### src/rtl/utf8d_pkg.sv
`timescale 1ns / 1ps

package utf8d_pkg;

    localparam int BYTE_W = 8;
    localparam int CP_W   = 21;
    localparam int NEED_W = 2;
    localparam int LEN_W  = 3;

    // sequence lengths
    localparam logic [LEN_W-1:0] LEN_NONE = 3'd0;
    localparam logic [LEN_W-1:0] LEN_ONE  = 3'd1;
    localparam logic [LEN_W-1:0] LEN_TWO  = 3'd2;
    localparam logic [LEN_W-1:0] LEN_THREE = 3'd3;
    localparam logic [LEN_W-1:0] LEN_FOUR = 3'd4;

    // continuation bytes still expected after a lead
    localparam logic [NEED_W-1:0] NEED_NONE  = 2'd0;
    localparam logic [NEED_W-1:0] NEED_ONE   = 2'd1;
    localparam logic [NEED_W-1:0] NEED_TWO   = 2'd2;
    localparam logic [NEED_W-1:0] NEED_THREE = 2'd3;

    // pending sequence state
    typedef struct packed {
        logic [CP_W-1:0]   partial;
        logic [NEED_W-1:0] need;
        logic [LEN_W-1:0]  total;
    } dec_state_t;

    localparam dec_state_t DEC_STATE_CLEAR = '{partial: '0, need: NEED_NONE, total: LEN_NONE};

    // one decoded result
    typedef struct packed {
        logic             valid;
        logic [CP_W-1:0]  code;
        logic [LEN_W-1:0] len;
    } dec_result_t;

endpackage

### src/rtl/utf8_lenient_decoder.sv
`timescale 1ns / 1ps

// Lenient UTF-8 decoder: bytes in, one code point per complete sequence out.
// Input channel: in_valid / in_stall carry in_byte and end_of_text, one byte
//   per beat. A zero byte or end_of_text drops any incomplete sequence.
// Output channel: out_valid / out_stall carry code_point and seq_length.
//   Bytes that complete no sequence (leads, continuations mid-sequence, stray
//   or invalid bytes) give no output beat.
// Registers: the accepting edge loads a byte into the input register, and its
//   result goes into the result register once that register is free to take it.
// Throughput: one byte per cycle; the decode between the two registers is a
//   single shallow pass, and the input register keeps taking bytes while a
//   result waits in the output register as long as that register drains.
// Stall: when out_stall holds a waiting result, the byte in the input
//   register waits too and in_stall rises; nothing is lost or repeated.
// Reset: rst_n clears the valid flags of both registers and the pending
//   sequence; the block can take a byte straight out of reset.
module utf8_lenient_decoder
    import utf8d_pkg::*;
(
    input  logic              clk,
    input  logic              rst_n,
    input  logic              in_valid,
    output logic              in_stall,
    input  logic [BYTE_W-1:0] in_byte,
    input  logic              end_of_text,
    output logic              out_valid,
    input  logic              out_stall,
    output logic [CP_W-1:0]   code_point,
    output logic [LEN_W-1:0]  seq_length
);

    logic              s1_valid_reg;
    logic [BYTE_W-1:0] s1_byte_reg;
    logic              s1_eot_reg;
    dec_state_t        state_reg;
    dec_state_t        state_next;
    dec_result_t       res;
    logic              out_valid_reg;
    logic [CP_W-1:0]   code_reg;
    logic [LEN_W-1:0]  len_reg;
    logic              out_free;
    logic              s1_fire;
    logic              in_fire;

    // handshake
    assign out_free = !out_valid_reg || !out_stall;
    assign s1_fire  = s1_valid_reg && out_free;
    assign in_stall = s1_valid_reg && !out_free;
    assign in_fire  = in_valid && !in_stall;

    utf8d_step u_step (
        .in_byte     (s1_byte_reg),
        .end_of_text (s1_eot_reg),
        .cur         (state_reg),
        .nxt         (state_next),
        .res         (res)
    );

    // input register control
    always_ff @(posedge clk or negedge rst_n)
    begin
        if (!rst_n)
        begin
            s1_valid_reg <= 1'b0;
        end
        else if (in_fire)
        begin
            s1_valid_reg <= 1'b1;
        end
        else if (s1_fire)
        begin
            s1_valid_reg <= 1'b0;
        end
    end

    // input register payload
    always_ff @(posedge clk)
    begin
        if (in_fire)
        begin
            s1_byte_reg <= in_byte;
            s1_eot_reg  <= end_of_text;
        end
    end

    // pending sequence state
    always_ff @(posedge clk or negedge rst_n)
    begin
        if (!rst_n)
        begin
            state_reg <= DEC_STATE_CLEAR;
        end
        else if (s1_fire)
        begin
            state_reg <= state_next;
        end
    end

    // result register control
    always_ff @(posedge clk or negedge rst_n)
    begin
        if (!rst_n)
        begin
            out_valid_reg <= 1'b0;
        end
        else if (out_free)
        begin
            out_valid_reg <= s1_fire && res.valid;
        end
    end

    // result register payload
    always_ff @(posedge clk)
    begin
        if (s1_fire && res.valid)
        begin
            code_reg <= res.code;
            len_reg  <= res.len;
        end
    end

    assign out_valid  = out_valid_reg;
    assign code_point = code_reg;
    assign seq_length = len_reg;

endmodule

### src/rtl/utf8d_step.sv
`timescale 1ns / 1ps

module utf8d_step
    import utf8d_pkg::*;
(
    input  logic [BYTE_W-1:0] in_byte,
    input  logic              end_of_text,
    input  dec_state_t        cur,
    output dec_state_t        nxt,
    output dec_result_t       res
);

    logic is_cont;
    logic [CP_W-1:0] shifted;

    assign is_cont = (in_byte[7:6] == 2'b10);
    assign shifted = {cur.partial[CP_W-7:0], in_byte[5:0]};

    // decode one byte against the pending sequence
    always_comb
    begin
        nxt = cur;
        res = '{valid: 1'b0, code: '0, len: LEN_NONE};
        if (in_byte == '0)
        begin
            nxt = DEC_STATE_CLEAR;
        end
        else if (is_cont)
        begin
            // stray continuation with nothing pending is dropped
            if (cur.need != NEED_NONE)
            begin
                nxt.partial = shifted;
                nxt.need    = cur.need - NEED_ONE;
                if (cur.need == NEED_ONE)
                begin
                    res = '{valid: 1'b1, code: shifted, len: cur.total};
                    nxt = DEC_STATE_CLEAR;
                end
            end
        end
        else
        begin
            // fresh lead byte, any pending bytes are discarded
            nxt = DEC_STATE_CLEAR;
            if (in_byte[7] == 1'b0)
            begin
                res = '{valid: 1'b1, code: {{(CP_W-BYTE_W){1'b0}}, in_byte}, len: LEN_ONE};
            end
            else if (in_byte[7:5] == 3'b110)
            begin
                nxt = '{partial: {{(CP_W-5){1'b0}}, in_byte[4:0]}, need: NEED_ONE,
                        total: LEN_TWO};
            end
            else if (in_byte[7:4] == 4'b1110)
            begin
                nxt = '{partial: {{(CP_W-4){1'b0}}, in_byte[3:0]}, need: NEED_TWO,
                        total: LEN_THREE};
            end
            else if (in_byte[7:3] == 5'b11110)
            begin
                nxt = '{partial: {{(CP_W-3){1'b0}}, in_byte[2:0]}, need: NEED_THREE,
                        total: LEN_FOUR};
            end
        end
        // end of text drops whatever is still incomplete
        if (end_of_text)
        begin
            nxt = DEC_STATE_CLEAR;
        end
    end

endmodule

### config.mk
export PLATFORM = sky130hd
export DESIGN_NAME = utf8_lenient_decoder
export DESIGN_NICKNAME = d
export VERILOG_FILES = /design/src/rtl/utf8d_pkg.sv /design/src/rtl/utf8_lenient_decoder.sv /design/src/rtl/utf8d_step.sv
export SDC_FILE = /design/constraint.sdc
export NUM_CORES = 1
export LEC_CHECK = 0
export BUFFER_PORTS_ARGS = -buffer_cell sky130_fd_sc_hd__buf_2
export CAP_MARGIN = 20
export CORE_MARGIN = 10
export CORE_UTILIZATION = 55
export DETAILED_ROUTE_END_ITERATION = 8
export GPL_TIMING_DRIVEN = 0
export PLACE_DENSITY = 0.9
export SYNTH_ARGS = -nofsm -noshare
export SYNTH_HDL_FRONTEND = slang
export SYNTH_SLANG_ARGS = --single-unit
### constraint.sdc
create_clock -name clk -period 3 [get_ports clk]
set_clock_uncertainty 0.15 [all_clocks]
set_input_delay 0.6 -clock clk [delete_from_list [all_inputs] [get_ports clk]]
set_output_delay 0.6 -clock clk [all_outputs]
set_load 0.02 [all_outputs]
==> results_dict.tcl, run 1 <==
set metrics [dict create \
    status "finished clean" \
    via_per_inst 5.42 \
    ir_worst_vdd_mv 0.349 \
    hold_violations 0 \
    crit_type "flop to flop" \
    track_usage 0.120 \
    synth_fp_nets 177 \
    synth.avg_cell_area_um2 13.8 \
    crit_end "code_point[6]" \
    ctsResizeCount 0 \
    n_antenna_cell 0 \
    cp.arrival_ns 2.32 \
    fin_cells 258 \
    wl_per_cell_um 15.7 \
    yosysUniqueCellTypes 28 \
    max_freq_ghz 0.430 \
    start_util 0.563 \
    synth_top_area_share 0.447 \
    setup_viol 0 \
    maxSlewViolCount 0 \
    cts_tree "built" \
    synth-seq-cells 55 \
    rsz0062_at_grt "no" \
    htree_num_levels 2 \
    ant_nets 0 \
    drt_wl_total_um 4060 \
    hpwlAfterDp_um 2910 \
    fin_crit_ns 2.33 \
    maxCapViolCount 0 \
    rows 23 \
    cp.required_ns 2.99 \
    startpoint "state_reg[4]" \
    clock-sinks 55 \
    tns_ns 0 \
    largest_register_ffs 21 \
    r2r_slack_ns 0.67 \
    r2r_cells 8 \
    antenna_found_initial 0 \
    r2r_end "code_point[6]" \
    die_area_um2 6970 \
    area_growth_pct 17.8 \
    place_inst 249 \
    ys_seq_area_frac 0.695 \
    hold_slack_ns 0.0970 \
    layout.nets 223 \
    grt_start_max_net_pins 26 \
    cts-root-buf "clkbuf_8" \
    routabilityCongestion 0.785 \
    reg2reg_from "state_reg[4]" \
    yosys-top-cells-area "edfxtp_1 45%, dfrtp_1 25%, and2_1 6.2%, a22o_1 4.7%, nand2_1 2.4%" \
    worstSetupEndpointType "flop" \
    final_cell_mix "38 x buf_2, 33 x edfxtp_1, 22 x and2_1, 22 x dfrtp_1, 14 x nand2_1" \
    worstPathMaxFanout 10 \
    post-cts-setup-buffer-count 0 \
    hold_path_class "input pin to async pin" \
    num_vias 1399 \
    drt-pass1-iter-count 5 \
    clockBufferDepth 2 \
    tightest_slew_ns 0.645 \
    grt_pass1_vias 1437 \
    syn_inst 161 \
    die_w_um 83.5 \
    route.detailed.drc 0 \
    grt_pass1_wl_um 6940 \
    power.density_nw_per_um2 615 \
    die_h_um 83.5 \
    grt_overflow 0 \
    layout-drive-gt1-share 0.245 \
    crit_path_start_kind "flop" \
    min_period_over_period 0.775 \
    core_area_um2 3940 \
    leakagePower_nw 1.14 \
    ios 39 \
    final_common_cell "buf_2" \
    hold_buffers 0 \
    io_buffer_count 38 \
    fillers 292 \
    maxSlewHeadroom 0.570 \
    ys_warn_count 0 \
    yosys.area.top_type "edfxtp_1" \
    cts_buffers 5 \
    clkTransAtPathRegs_ns 0.09 \
    drt_iter0_markers 139 \
    syn_area_um2 2220 \
    clk_latency_ns 0.30 \
]
[per-layer routing]
metal	share of wire	GRT usage	vias up
li1	-	-	674
met1	0.42	0.134	666
met2	0.49	0.199	51
met3	0.078	0.0508	8
met4	0.014	0.0457	0
met5	0	0	-
[worst min path at each step]
stage / cells past startpoint / slack [ns] / to / from
6_report: 1 / 0.1 / s1_valid_reg / rst_n
3_3_place_gp: 2 / 0.32 / state_reg[4] / state_reg[4]
2_1_floorplan: 0 / 0.15 / out_valid / rst_n
3_5_place_dp: 2 / 0.32 / state_reg[4] / state_reg[4]
5_1_grt: 1 / 0.12 / state_reg[3] / rst_n
4_1_cts: 1 / 0.10 / state_reg[3] / rst_n
[cell usage after synthesis (all sizes together)]
master  number
a21boi       2
a21o         2
a21oi        2
a22o        12
a311oi       1
a32o         2
a41o         1
and2        22
and3         3
buf          3
clkbuf       4
dfrtp       22
edfxtp      33
ha           3
inv         10
nand2       14
nand2b       3
nand3        1
nor2         3
nor2b        1
nor3         2
nor4         3
o21ai        5
o31ai        6
or3b         1
[area by class of cell]
class | instances | area, um2 | area share
plain buffers | 7 | 41.3 | 0.0158
multi-input cells | 89 | 598 | 0.229
repair buffers | 39 | 205 | 0.0785
inverters | 10 | 37.5 | 0.0144
clock buffers | 7 | 97.6 | 0.0373
flip-flops and latches | 55 | 1540 | 0.590
clock inverters | 1 | 30.0 | 0.0115
well taps | 50 | 62.6 | 0.0239
[logic make-up (layout without fill, tap and decap cells)]
logic type / count (synthesis) / in the layout / share of synthesized area
flops: 55 / 55 / 0.695
simple gates: 53 / 53 / 0.136
compound gates: 33 / 33 / 0.116
buf+inv: 17 / 64 / 0.0355
fa+ha+maj: 3 / 3 / 0.0169
[through the flow]
step                worst slack (ns)  power (mW)   util  area, um2
finish                         0.674        1.61  0.663       2610
global placement               0.423        1.08  0.627       2470
floorplan                      0.867        1.02      -       2220
global route                   0.481        1.68  0.663       2610
CTS                            0.639        1.62  0.659       2600
detailed placement             0.382        1.09  0.627       2470
[power by group]
| part | switching (mW) | internal [mW] | leakage, nW |
|---|---|---|---|
| clock | 0.227 | 0.300 | 0.0636 |
| combinational | 0.130 | 0.0661 | 0.462 |
| sequential | 0.0251 | 0.858 | 0.619 |
[critical path, cell delays in order, from the launching register on]
cell and delay, ns:
dfrtp_1 0.40, inv_1 0.11, ha_1 0.26, nor2b_1 0.18
and3_1 0.16, clkbuf_1 0.34, clkbuf_1 0.38, nand2_1 0.10
o21ai_0 0.09
No activity file was read; power rests on OpenSTA's default activity.
==> inputs of run 2 (changes only) <==
--- a/config.mk
+++ b/config.mk
@@ -5,13 +5,14 @@
 export SDC_FILE = /design/constraint.sdc
 export NUM_CORES = 1
 export LEC_CHECK = 0
+export ABC_AREA = 1
 export BUFFER_PORTS_ARGS = -buffer_cell sky130_fd_sc_hd__buf_2
 export CAP_MARGIN = 20
 export CORE_MARGIN = 10
-export CORE_UTILIZATION = 55
+export CORE_UTILIZATION = 50
 export DETAILED_ROUTE_END_ITERATION = 8
 export GPL_TIMING_DRIVEN = 0
-export PLACE_DENSITY = 0.9
+export PLACE_DENSITY = 0.86
 export SYNTH_ARGS = -nofsm -noshare
 export SYNTH_HDL_FRONTEND = slang
 export SYNTH_SLANG_ARGS = --single-unit
==> constraint.sdc (replaced) <==
create_clock -name clk -period 2.01 [get_ports clk]
set_clock_uncertainty 0.15 [all_clocks]
set_input_delay 0.402 -clock clk [delete_from_list [all_inputs] [get_ports clk]]
set_output_delay 0.402 -clock clk [all_outputs]
set_load 0.02 [all_outputs]
==> run 2 against run 1 <==
Core utilization shrank 3.5 points. Count of clock-buffer cells in the layout shrank 2. Synthesized cell count grew 34%. Critical endpoint is now code_point[2]. Largest cell class unchanged. Sequential share of layout area down 3.7 points. Synthesized area is 5.9% higher. Hold slack better by 0.012 ns. Wire length increased by 14%.
==> results_dict.tcl, run 2 <==
set metrics [dict create \
    status "finished clean" \
    ios 39 \
    ant_nets 0 \
    preCtsSetupSlack_ns -0.197 \
    r2r_cells 6 \
    rsz0062_at_grt "no" \
    hold_slack_ns 0.109 \
    ys_async_sr_fraction 0.400 \
    cts-root-buf "clkbuf_8" \
    grt_start_max_net_pins 23 \
    clock-sinks 55 \
    maxCapViolCount 0 \
    r2r_slack_ns 0.05 \
    synth_fp_nets 232 \
    n_antenna_cell 0 \
    fin_ws_ns 0.0540 \
    hold_path_class "input pin to flop" \
    clk_latency_ns 0.31 \
    via_per_inst 5.11 \
    hold_violations 0 \
    maxSlewHeadroom 0.604 \
    grt_pass1_wl_um 7470 \
    cts_buffers 5 \
    syn_inst 216 \
    route.detailed.drc 0 \
    grt_overflow 0 \
    drt-pass1-iter-count 4 \
    startpoint "out_valid" \
    wl_per_cell_um 14.6 \
    power.density_nw_per_um2 903 \
    die_w_um 88.6 \
    syn_area_um2 2350 \
    die_h_um 88.6 \
    reg2reg_from "out_valid" \
    max_freq_ghz 0.511 \
    maxSlewViolCount 0 \
    ys_warn_count 0 \
    synth_top_area_share 0.422 \
    clockBufferDepth 2 \
    final_common_cell "nand2_1" \
    yosys.area.top_type "edfxtp_1" \
    largest_register_ffs 21 \
    hpwlAfterDp_um 3240 \
    num_vias 1624 \
    rows 24 \
    grt_pass1_vias 1580 \
    yosys-top-cells-area "edfxtp_1 42%, dfrtp_1 23%, nand2_1 8.6%, nor2_1 5.0%, inv_1 3.8%" \
    drt_iter0_markers 112 \
    crit_type "flop to flop" \
    drt_wl_total_um 4630 \
    io_buffer_count 38 \
    worstPathMaxFanout 10 \
    ys_seq_area_frac 0.656 \
    worstSetupEndpointType "flop" \
    layout.nets 281 \
    yosysMostFrequentCell "nand2_1" \
    crit_path_start_kind "flop" \
    track_usage 0.123 \
    r2r_end "code_point[2]" \
    yosysUniqueCellTypes 24 \
    synth-seq-cells 55 \
    cts_tree "built" \
    layout-drive-gt1-share 0.286 \
    leakagePower_nw 1.25 \
    synth.avg_cell_area_um2 10.9 \
    area_growth_pct 18.7 \
    ir_worst_vdd_mv 0.725 \
    antenna_found_initial 0 \
    core_area_um2 4440 \
    min_period_over_period 0.973 \
    crit_end "code_point[2]" \
    cp.required_ns 1.90 \
    setup_viol 0 \
    synth_edf_count 33 \
    clkTransAtPathRegs_ns 0.09 \
    die_area_um2 7840 \
    start_util 0.529 \
    routabilityCongestion 0.899 \
    cp.arrival_ns 1.85 \
    htree_num_levels 2 \
    tightest_slew_ns 0.592 \
    final_cell_mix "54 x nand2_1, 40 x buf_2, 33 x edfxtp_1, 30 x nor2_1, 24 x inv_1" \
    synth_flop_cell "edfxtp_1" \
    fin_crit_ns 1.96 \
    synthTopCellsByCount "54 x nand2_1, 33 x edfxtp_1, 31 x nor2_1" \
]
[run 2: worst max-delay path, stage by stage, from the launching register on]
cell,delay [ns]
dfrtp_1,0.39
nand2_1,0.13
nand2_1,0.17
inv_1,0.18
o211ai_1,0.27
nor2_4,0.24
buf_12,0.15
[run 2: cell families (layout without fill, tap and decap cells)]
| group | after synthesis | after routing | synth area share |
|---|---|---|---|
| compound gates | 19 | 19 | 0.0644 |
| fa+ha+maj | 3 | 3 | 0.0160 |
| buf+inv | 29 | 78 | 0.0490 |
| flops | 55 | 55 | 0.656 |
| simple gates | 110 | 111 | 0.215 |
[run 2: layout make-up]
| class | instances | area [um2] |
|---|---|---|
| fill | 349 | 1650 |
| sequential | 55 | 1540 |
| multi-input combinational | 133 | 712 |
| timing repair buffer | 41 | 240 |
| inverter | 26 | 97.6 |
| clock buffer | 5 | 68.8 |
| tap | 52 | 65.1 |
| clock inverter | 3 | 47.5 |
| buffer | 3 | 17.5 |
[run 2: metal layers]
layer	vias up	share of wire	wire length (um)	global-route usage
met4	0	0.017	80	0.0529
met5	-	0	0	0
li1	809	-	-	-
met3	7	0.054	251	0.0322
met1	760	0.42	1950	0.146
met2	48	0.51	2350	0.207
[run 2: report_power, final]
part / switching, mW / total (mW) / internal (mW)
sequential: 0.0442 / 1.34 / 1.30
clock: 0.365 / 0.743 / 0.378
combinational: 0.294 / 0.433 / 0.139
[run 2: worst min-delay path by stage]
| stage | end | cells past startpoint | slack (ns) | startpoint |
|---|---|---|---|---|
| after floorplan | out_valid | 0 | -0.04 | rst_n |
| after global placement | state_reg[18] | 1 | 0.24 | rst_n |
| after detailed placement | state_reg[18] | 1 | 0.24 | rst_n |
| after CTS | s1_eot_reg | 1 | 0.1 | end_of_text |
| after global routing | s1_eot_reg | 1 | 0.09 | end_of_text |
| final | s1_byte_reg[4] | 1 | 0.11 | in_byte[4] |
[run 2: timing repair]
item	in CTS	in global routing
setup buffers	0	2
setup endpoints to repair	24	24
endpoints found under the hold margin	22	0
pin swaps	1	2
hold buffers	1	0
resized for setup	1	0
cloned	1	0
[run 2: through the flow]
stage	cell area [um2]	utilization	instances	TNS, ns	power, mW
global placement	2610	0.588	306	-3.08	1.74
finish	2790	0.628	318	0	2.52
floorplan	2360	-	216	0	1.64
detailed placement	2610	0.588	306	-4.72	1.76
CTS	2750	0.619	316	0	2.50
global route	2790	0.628	318	0	2.62
